--- config.mk ---
export PLATFORM = sky130hd
export DESIGN_NAME = panel_encoder_keypad_events
export DESIGN_NICKNAME = d
export VERILOG_FILES = /design/src/rtl/pkd_pkg.sv /design/src/rtl/pkd_lane.sv /design/src/rtl/pkd_encoder.sv /design/src/rtl/pkd_merge.sv /design/src/rtl/panel_encoder_keypad_events.sv
export SDC_FILE = /design/constraint.sdc
export NUM_CORES = 1
export LEC_CHECK = 0
export ABC_CLOCK_PERIOD_IN_PS = 5400
export BUFFER_PORTS_ARGS = -buffer_cell sky130_fd_sc_hd__buf_2
export CELL_PAD_IN_SITES_DETAIL_PLACEMENT = 0
export CELL_PAD_IN_SITES_GLOBAL_PLACEMENT = 1
export CORE_MARGIN = 2
export CORE_UTILIZATION = 42
export DETAILED_ROUTE_END_ITERATION = 16
export PLACE_DENSITY_LB_ADDON = 0.1
export SYNTH_ARGS = -nofsm -noshare
export SYNTH_HDL_FRONTEND = slang
export SYNTH_SLANG_ARGS = --single-unit
--- constraint.sdc ---
create_clock -name clk -period 5.4 [get_ports clk]
set_input_delay 1.08 -clock clk [delete_from_list [all_inputs] [get_ports clk]]
set_output_delay 1.08 -clock clk [all_outputs]
set_load 0.02 [all_outputs]
--- src/rtl/pkd_pkg.sv ---
`timescale 1ns / 1ps
package pkd_pkg;

	typedef logic [4:0]         code_t;
	typedef logic signed [15:0] value_t;

	localparam logic [19:0] LOCK_RESET   = 20'd150000;
	localparam code_t       ROT_CODE     = 5'd16;
	localparam code_t       SW_CODE_BASE = 5'd17;
	localparam code_t       SW_CODE_MAX  = 5'd20;
	localparam value_t      ROT_MAX      = 16'sd32767;
	localparam value_t      ROT_MIN      = -16'sd32768;
	localparam value_t      PRESS_VALUE  = 16'sd1;

	localparam code_t KEY_MAP [16] = '{
		5'd1, 5'd2, 5'd3, 5'd10, 5'd4, 5'd5, 5'd6, 5'd11,
		5'd7, 5'd8, 5'd9, 5'd12, 5'd14, 5'd0, 5'd15, 5'd13
	};

	// event position: keys first, then rotation, then switches
	function automatic code_t event_code_of(input int pos, input int nk);
		code_t c;
		int    row;
		int    col;
		row = pos & 3;
		col = (pos >> 2) & 3;
		if (pos < nk) begin
			if (pos < 16) begin
				c = KEY_MAP[4'((row << 2) + col)];
			end else begin
				c = 5'(pos & 15);
			end
		end else if (pos == nk) begin
			c = ROT_CODE;
		end else begin
			c = SW_CODE_BASE + 5'(pos - nk - 1);
		end
		return c;
	endfunction

endpackage

--- src/rtl/pkd_lane.sv ---
`timescale 1ns / 1ps
module pkd_lane (
	input  logic clk,
	input  logic arst_n,
	input  logic poll,
	input  logic down,
	output logic press
);

	logic held_q;

	assign press = down & ~held_q;

	always_ff @(posedge clk or negedge arst_n) begin
		if (!arst_n) begin
			held_q <= 1'b0;
		end else if (poll) begin
			held_q <= down;
		end
	end

endmodule

--- src/rtl/pkd_encoder.sv ---
`timescale 1ns / 1ps
module pkd_encoder (
	input  logic                clk,
	input  logic                arst_n,
	input  logic                sample,
	input  logic                clear,
	input  logic                enc_a,
	input  logic                enc_b,
	input  logic [31:0]         time_us,
	input  logic [19:0]         lock_window_us,
	output pkd_pkg::value_t     rot_sum
);

	localparam logic [1:0] PB_UNKNOWN = 2'd2;

	logic            prev_a_q;
	logic [1:0]      prev_b_q;
	logic            locked_q;
	logic [31:0]     deadline_q;
	pkd_pkg::value_t rot_q;

	logic [31:0] diff;
	logic        expired;
	logic        lk;
	logic [1:0]  pb;
	logic [1:0]  b_ext;
	logic        locked_nxt;
	logic [1:0]  prev_b_nxt;
	logic        arm;
	logic        step_up;
	logic        step_dn;
	logic [31:0] deadline_new;

	assign diff         = time_us - deadline_q;
	assign expired      = (diff != 32'd0) && !diff[31];
	assign b_ext        = {1'b0, enc_b};
	assign deadline_new = time_us + {12'd0, lock_window_us};

	always_comb begin
		lk         = locked_q & ~expired;
		pb         = expired ? PB_UNKNOWN : prev_b_q;
		locked_nxt = locked_q;
		prev_b_nxt = prev_b_q;
		arm        = 1'b0;
		step_up    = 1'b0;
		step_dn    = 1'b0;
		if (enc_a != prev_a_q) begin
			if (!enc_a) begin
				locked_nxt = lk;
				prev_b_nxt = pb;
				if (!lk && (b_ext != pb)) begin
					locked_nxt = 1'b1;
					prev_b_nxt = b_ext;
					arm        = 1'b1;
					step_dn    = enc_b;
					step_up    = ~enc_b;
				end
			end else if (!(locked_q && (b_ext == prev_b_q))) begin
				locked_nxt = 1'b0;
				prev_b_nxt = b_ext;
				arm        = 1'b1;
			end
		end
	end

	always_ff @(posedge clk or negedge arst_n) begin
		if (!arst_n) begin
			prev_a_q   <= 1'b1;
			prev_b_q   <= 2'd1;
			locked_q   <= 1'b0;
			deadline_q <= 32'd0;
		end else if (sample) begin
			prev_a_q <= enc_a;
			prev_b_q <= prev_b_nxt;
			locked_q <= locked_nxt;
			if (arm) begin
				deadline_q <= deadline_new;
			end
		end
	end

	always_ff @(posedge clk or negedge arst_n) begin
		if (!arst_n) begin
			rot_q <= '0;
		end else if (clear) begin
			rot_q <= '0;
		end else if (sample && step_up && (rot_q != pkd_pkg::ROT_MAX)) begin
			rot_q <= rot_q + 16'sd1;
		end else if (sample && step_dn && (rot_q != pkd_pkg::ROT_MIN)) begin
			rot_q <= rot_q - 16'sd1;
		end
	end

	assign rot_sum = rot_q;

endmodule

--- src/rtl/pkd_merge.sv ---
`timescale 1ns / 1ps
module pkd_merge #(
	parameter int NK = 16,
	parameter int NS = 4
) (
	input  logic              clk,
	input  logic              arst_n,
	input  logic              load,
	input  logic [NK+NS:0]    press,
	input  pkd_pkg::value_t   rot_in,
	output logic              free,
	output logic              out_valid,
	input  logic              out_ready,
	output pkd_pkg::code_t    event_code,
	output pkd_pkg::value_t   event_value,
	output logic              last
);

	localparam int NE = NK + NS + 1;

	logic [NE-1:0]   pend_q;
	pkd_pkg::value_t rot_q;
	logic            valid_q;
	pkd_pkg::code_t  code_q;
	pkd_pkg::value_t value_q;
	logic            last_q;

	logic [NE-1:0]   first;
	logic [NE-1:0]   rest;
	logic            adv;
	logic            emit;
	pkd_pkg::code_t  code_sel;

	assign first = pend_q & (~pend_q + {{(NE-1){1'b0}}, 1'b1});
	assign rest  = pend_q & ~first;
	assign adv   = ~valid_q | out_ready;
	assign emit  = adv & (pend_q != '0);
	assign free  = (pend_q == '0) | (adv & (rest == '0));

	always_comb begin
		code_sel = '0;
		for (int i = 0; i < NE; i++) begin
			if (first[i]) begin
				code_sel = code_sel | pkd_pkg::event_code_of(i, NK);
			end
		end
	end

	always_ff @(posedge clk or negedge arst_n) begin
		if (!arst_n) begin
			pend_q  <= '0;
			valid_q <= 1'b0;
		end else begin
			if (load) begin
				pend_q <= press;
			end else if (emit) begin
				pend_q <= rest;
			end
			if (adv) begin
				valid_q <= emit;
			end
		end
	end

	always_ff @(posedge clk) begin
		if (load) begin
			rot_q <= rot_in;
		end
		if (emit) begin
			code_q  <= code_sel;
			value_q <= first[NK] ? rot_q : pkd_pkg::PRESS_VALUE;
			last_q  <= (rest == '0);
		end
	end

	assign out_valid   = valid_q;
	assign event_code  = code_q;
	assign event_value = value_q;
	assign last        = last_q;

endmodule

--- src/rtl/panel_encoder_keypad_events.sv ---
`timescale 1ns / 1ps
// channel  handshake              payload
// in       in_valid / in_ready    operation, enc_a, enc_b, time_us, key_lines, switch_levels
// out      out_valid / out_ready  event_code, event_value, last
// cfg      cfg_valid / cfg_ready  lock_window_us
//
// A sample item is taken every cycle, also while a poll is still emitting; it yields no event.
// Polls load a pending register; events leave it through the single output register of the merge
// stage one per cycle while out_ready is high; the next poll is taken as the last event enters it.
// Reset clears the hold marks, the encoder state, the pending events and sets the window to 150000.
// A stalled out_ready holds the current event; further polls wait while events are still pending, samples keep flowing.
module panel_encoder_keypad_events #(
	parameter int NUM_KEYS     = 16,
	parameter int NUM_SWITCHES = 4
) (
	input  logic                clk,
	input  logic                arst_n,
	input  logic                in_valid,
	output logic                in_ready,
	input  logic                operation,
	input  logic                enc_a,
	input  logic                enc_b,
	input  logic [31:0]         time_us,
	input  logic [15:0]         key_lines,
	input  logic [3:0]          switch_levels,
	output logic                out_valid,
	input  logic                out_ready,
	output pkd_pkg::code_t      event_code,
	output pkd_pkg::value_t     event_value,
	output logic                last,
	input  logic                cfg_valid,
	output logic                cfg_ready,
	input  logic [19:0]         lock_window_us
);

	localparam int NE = NUM_KEYS + NUM_SWITCHES + 1;

	logic [19:0]       window_q;
	logic              accept;
	logic              sample;
	logic              poll;
	logic              free;
	logic [NE-1:0]     press;
	pkd_pkg::value_t   rot_sum;

	assign cfg_ready = 1'b1;
	assign in_ready  = ~operation | free;
	assign accept    = in_valid & in_ready;
	assign sample    = accept & ~operation;
	assign poll      = accept & operation;

	always_ff @(posedge clk or negedge arst_n) begin
		if (!arst_n) begin
			window_q <= pkd_pkg::LOCK_RESET;
		end else if (cfg_valid) begin
			window_q <= lock_window_us;
		end
	end

	pkd_encoder u_enc (
		.clk            (clk),
		.arst_n         (arst_n),
		.sample         (sample),
		.clear          (poll),
		.enc_a          (enc_a),
		.enc_b          (enc_b),
		.time_us        (time_us),
		.lock_window_us (window_q),
		.rot_sum        (rot_sum)
	);

	for (genvar k = 0; k < NUM_KEYS; k++) begin : g_key
		logic down;
		if (k < 16) begin : g_line
			assign down = key_lines[k];
		end else begin : g_none
			assign down = 1'b0;
		end
		pkd_lane u_lane (
			.clk    (clk),
			.arst_n (arst_n),
			.poll   (poll),
			.down   (down),
			.press  (press[k])
		);
	end

	assign press[NUM_KEYS] = (rot_sum != '0);

	for (genvar s = 0; s < NUM_SWITCHES; s++) begin : g_sw
		logic down;
		if (s < 4) begin : g_line
			assign down = ~switch_levels[s];
		end else begin : g_none
			assign down = 1'b0;
		end
		pkd_lane u_lane (
			.clk    (clk),
			.arst_n (arst_n),
			.poll   (poll),
			.down   (down),
			.press  (press[NUM_KEYS+1+s])
		);
	end

	pkd_merge #(
		.NK (NUM_KEYS),
		.NS (NUM_SWITCHES)
	) u_merge (
		.clk         (clk),
		.arst_n      (arst_n),
		.load        (poll),
		.press       (press),
		.rot_in      (rot_sum),
		.free        (free),
		.out_valid   (out_valid),
		.out_ready   (out_ready),
		.event_code  (event_code),
		.event_value (event_value),
		.last        (last)
	);

endmodule

[Yosys cells after proc, flatten, opt, wreduce, memory -nomap -nowiden]
Index checks and enable logic that the tools add are counted.
Storage, ports and cells
  register bits: 152
  bits of input ports: 80
  logic and storage cells: 189
Operators by class
  $add $sub $neg: 5
  eq/ne operators: 6
  mux-type cells: 55
  bitwise gates (word level): 73
  reduce and logical (&&, ||, !) cells: 18
Operators by type and width (count)
  $mux 5: 32
  $or 5x5->5: 12
  $mux 16: 3
  $and 21x21->21: 2
  $logic_not 21->1: 2
  $mux 21: 2
  $not 21->21: 2
  $add 32x20->32: 1
  $ne 16x16->1 const B: 2
  $reduce_bool 32->1: 1
  $sub 32x32->32: 1
  $not 1->1: 28
  $and 1x1->1: 26
  $add 21x1->21 const B: 1
  $reduce_bool 21->1: 1
  $add 16x2->16 const B: 1
  $reduce_bool 16->1: 1
  $sub 16x2->16 const B: 1
  $mux 1: 14
  $mux 2: 4
  $logic_and 1x1->1: 7
  $or 1x1->1: 3
  $reduce_and 3->1: 1
  $reduce_bool 3->1: 1
  7 further kinds: 8

[Logic depth before layout (Yosys ltp)]
  word-level depth: 36
  mapped depth: 26

[Cells and area by module]
Synthesis repeated with hierarchy kept, for this count alone.
Unflattened totals
  cells, all modules: 1104
  area total of the unflattened synthesis: 10682.7 um^2
By module, submodules not included
  pkd_encoder: instances 1, cells an instance 733, area each 6034.5 um^2, sequential area each 1303.8 um^2
  pkd_merge: instances 1, cells an instance 255, area each 2812.7 um^2, sequential area each 1691.6 um^2
  pkd_lane: instances 20, cells an instance 3, area each 46.3 um^2, sequential area each 25.0 um^2
  panel_encoder_keypad_events: instances 1, cells an instance 56, area each 909.6 um^2, sequential area each 510.5 um^2

[Worst setup path after synthesis]
OpenSTA, ideal clock, no wires.
  kind: input -> register
  start point: input port time_us[5]
  end point: register u_enc.rot_q[15] (netlist: u_enc.rot_sum[15])
  arrival: 6549 ps
  data required time: 5272 ps
  setup slack: -1277 ps
  cell stages on the path: 24
  cell sequence: ha_1 and2_4 or2_1 o2111ai_2 nand3_2 o211a_1 o21a_1 or4_1 and3_1 a31oi_1 nor2_1 or2_2 ha_1 a21o_1 a21o_1 a2111oi_0 o311ai_0 a21o_1 a21o_1 a41o_1 a21oi_1 xnor2_1 o211ai_1 mux2i_1
Between the ends
  longest elaborated chain between the ends: 14
  elaborated cells on any way between the ends: 23
  those cells by class: 1 x add/sub; 1 x eq/ne; 9 x mux; 2 x bitwise; 10 x reduce/logical
Ends and longest elaborated chain
  from (decl): line panel_encoder_keypad_events.sv:23  | input logic [31:0] time_us,
  $sub 32x32->32 (*): line pkd_encoder.sv:34  | assign diff = time_us - deadline_q;
  $reduce_bool 32->1 or $logic_not 1->1 (tied branches): line pkd_encoder.sv:35  | assign expired = (diff != 32'd0) && !diff[31];
  $logic_and 1x1->1 (*): line pkd_encoder.sv:35
  branches (longest 3 deep; another with $mux 2)
  $logic_and 1x1->1 (*): line pkd_encoder.sv:51  | if (!lk && (b_ext != pb)) begin
  $mux 1: line pkd_encoder.sv:51
  $mux 1: line pkd_encoder.sv:48  | if (!enc_a) begin
  $mux 1: line pkd_encoder.sv:47  | if (enc_a != prev_a_q) begin
  $logic_and 1x1->1 (2 in series): line pkd_encoder.sv:87  | end else if (sample && step_up && (rot_q != pkd_pkg::ROT_MAX)) begin
  $mux 16: line pkd_encoder.sv:87
  $mux 16: line pkd_encoder.sv:85  | end else if (clear) begin
  to (signal assigned): line pkd_encoder.sv:88  | rot_q <= rot_q + 16'sd1;
  to (signal assigned): line pkd_encoder.sv:90  | rot_q <= rot_q - 16'sd1;
  to (decl): line pkd_encoder.sv:20  | pkd_pkg::value_t rot_q;
Mark *: on every way between the ends.
A chain may end at the register's enable or synchronous reset.

[Worst setup path in the final report]
  start point: input port time_us[0]
  end point: register u_enc.rot_q[15] (netlist: u_enc.rot_sum[15])
Same word-level chain as after synthesis.

==> metrics.cfg <==
[detailed_routing]
vias=9049
viasPerCell=5.29
wl_per_cell_um=15.4
totalWireLength_um=26300
dr.max_layer_used=met4
ant_nets=0
drc=0
route.met2.wl_um=13600
drt_pass1_iterations=5
wl_met3_um=815
met1Wirelength_um=11600
drtIter0Drc=393

[sta]
clock_skew_ns=0.0194
hold_viol_final=0
fin_tns_setup_ns=-0.256
rsz0062_at_grt=true
setup_viol=3
min_period_ns=5.56
setup_slack_ns=-0.165
worstMarginPinSlew_ns=1.12
drv_slew=0
fmax_ghz=0.180
relSlewSlack=0.254
finalCritPeriodShare=1.03

[run_status]
violations=setup timing
status=finished, violations left

[pwr]
powerDensity_mw_per_mm2=639
power_mw=8.94
ir_drop_v=0.000285
leakagePower_nw=6.37

[floorplanning]
fp.dieW_um=161
die_h_um=161
rows=57
ioPinCount=105
core_mm2=0.0242
dieArea_mm2=0.0259
start_util=0.426

[logic_synthesis]
ys_async_sr_fraction=0.750
yosysWarnings=0
synthXorXnorAreaFrac=0.0492
yosysSeqAreaShare=0.388
syn_area_mm2=0.0103
synthAdderAreaFrac=0.0911
ys_ff_latch=152
synth_ff_type=dfrtp_1
synth_edf_count=38
synthMuxAreaShare=0.0902
syn-instance-count=1069
synth_compound_area_frac=0.181
ys_types=82
synth-simple-area-share=0.162
synth_top_family_by_area=compound AO/OA/AOI/OAI gates
avgSynthCellArea_um2=9.67
syn-num-nets=1220

[clocking]
cts_buffers=17
ctsLongestPathBuffers=2
htree_levels=4
ctsRootBufferMaster=clkbuf_16
tritoncts=done
clock-sinks=152
insertion_delay_ns=0.44
path_clk_slew_ns=0.07

[placement]
port_buffers=103
gp_congestion=0.918
place_ws_ns=-0.812
dpl_cell_area_mm2=0.0128
hpwl_um=20000

[global_routing]
grt_antenna_before_repair=0
grt_pass1_wl_um=43600
track_usage=0.208
grt_max_degree=73
grt_pass1_vias=9002
globalRouteOverflowTotal=0

[critical_path]
cp_common_cell=a21o_1
crit_slowest_cell=or4_1
crit_type=input pin to flip-flop
slowest_delay_ns=0.40
worstReg2RegStart=u_enc.deadline_q[11]$_DFFE_PN0P_
crit_start=time_us[0]
path_max_fanout=5
r2r_cells=26
end_kind=flip-flop
worstPathArrival_ns=5.88
critPathLaunchType=input pin
cp.required_ns=5.72

[finish]
area_delta_synth_final_pct=35.3
final_core_util=0.576
final_common_cell=buf_4
nNetsFinal=1524
mostFrequentLayoutCells=200 x buf_4, 104 x dfrtp_1, 96 x buf_2
stdcell_area_mm2=0.0140
drive_gt1_frac=0.357
antenna_cells=0

[worst_hold_path]
hp-start=g_key[15].u_lane.held_q$_DFFE_PN0P_
worst_hold_path_type=flip-flop to flip-flop
holdPathStages=1

[flow_run]
cap_violations=0

==> worst max-delay path: cells and delay by family <==
kind,cells,cell delay [ns]
AND/OR/NAND/NOR,6,1.23
XOR/XNOR,1,0.13
adder cells (fa/ha/maj),3,0.53
AO/OA/AOI/OAI,13,2.43
buffers and inverters,3,0.32
multiplexers,1,0.14
==> final cells by class <==
| class | instances | area, um^2 |
|---|---|---|
| clock buffer | 19 | 433 |
| timing repair buffer | 307 | 2120 |
| multi-input combinational | 824 | 6590 |
| inverter | 71 | 267 |
| sequential | 152 | 4010 |
| fill | 2190 | 10300 |
| clock inverter | 13 | 163 |
| tap | 324 | 405 |
==> layer usage <==
layer,up-vias,GRT usage
met5,-,0
met4,0,0.0540
met3,23,0.0318
met2,172,0.377
met1,4316,0.257
li1,4538,-
==> cell families (layout without fill, tap and decap cells) <==
| group | Yosys count | after routing |
|---|---|---|
| adders and majority gates | 74 | 74 |
| DFF | 152 | 152 |
| buffers and inverters | 93 | 410 |
| other | 1 | 1 |
| xor gates and xnor gates | 58 | 58 |
| and+or+nand+nor | 325 | 325 |
| AOI/OAI and AO/OA | 278 | 278 |
| muxes | 88 | 88 |
==> final timing paths <==
check	to	slack (ns)
worst max register to register	u_enc.rot_sum[15]$_DFFE_PN0P_	0.11
min in group asynchronous	g_key[11].u_lane.held_q$_DFFE_PN0P_	0.77
worst min-delay path	u_merge.pend_q[15]$_DFFE_PN0P_	0.45
worst min register to register	u_merge.pend_q[15]$_DFFE_PN0P_	0.45
worst max-delay path	u_enc.rot_sum[15]$_DFFE_PN0P_	-0.16
max in group asynchronous	u_enc.deadline_q[17]$_DFFE_PN0P_	3.44
==> cell usage after synthesis (all sizes together), types with 13 or more instances <==
library cell / instances / area (um^2)
mux2: 38 / 432
nand2: 86 / 323
xor2: 26 / 228
inv: 71 / 267
nor4: 15 / 106
o31ai: 14 / 105
nor2: 74 / 278
nand3: 16 / 85.1
a21o: 23 / 173
buf: 15 / 106
ha: 68 / 851
nor3: 17 / 85.1
o21ai: 61 / 309
mux2i: 50 / 500
nand2b: 18 / 113
xnor2: 32 / 280
a21oi: 72 / 364
dfrtp: 104 / 2600
nand4: 16 / 106
and2: 21 / 134
edfxtp: 38 / 1140
a211oi: 13 / 97.6
==> power by group <==
part           switching (mW)  internal (mW)  leakage [nW]
Combinational            2.92           2.76          4.33
Clock                   0.547          0.698         0.282
Sequential              0.275           1.73          1.76
==> metrics by stage <==
step | std cells | hold slack [ns]
after floorplan | 1069 | 0.433
final | 1710 | 0.451
after global routing | 1710 | 0.475
after detailed placement | 1665 | 0.448
after CTS | 1703 | 0.459
after global placement | 1665 | 0.440
==> registers in the layout, summed over array words and instances, names as in the netlist <==
signal,cells
u_enc.locked_q,1
u_merge.event_code,5
u_enc.prev_a_q,1
u_enc.prev_b_q,2
u_merge.rot_q,16
u_merge.pend_q,21
g_sw.u_lane.held_q,4
u_merge.last,1
g_key.u_lane.held_q,16
u_merge.out_valid,1
u_enc.deadline_q,32
window_q,20
u_merge.event_value,16
u_enc.rot_sum,16
==> what timing repair did <==
| item | 4_1_cts | 5_1_grt |
|---|---|---|
| hold buffers | 0 | 0 |
| endpoints found under the setup margin | 5 | 7 |
| resized for setup | 43 | 50 |
| setup buffers | 6 | 7 |
| pin swaps | 12 | 24 |
Power figures use the tool's default switching activity.
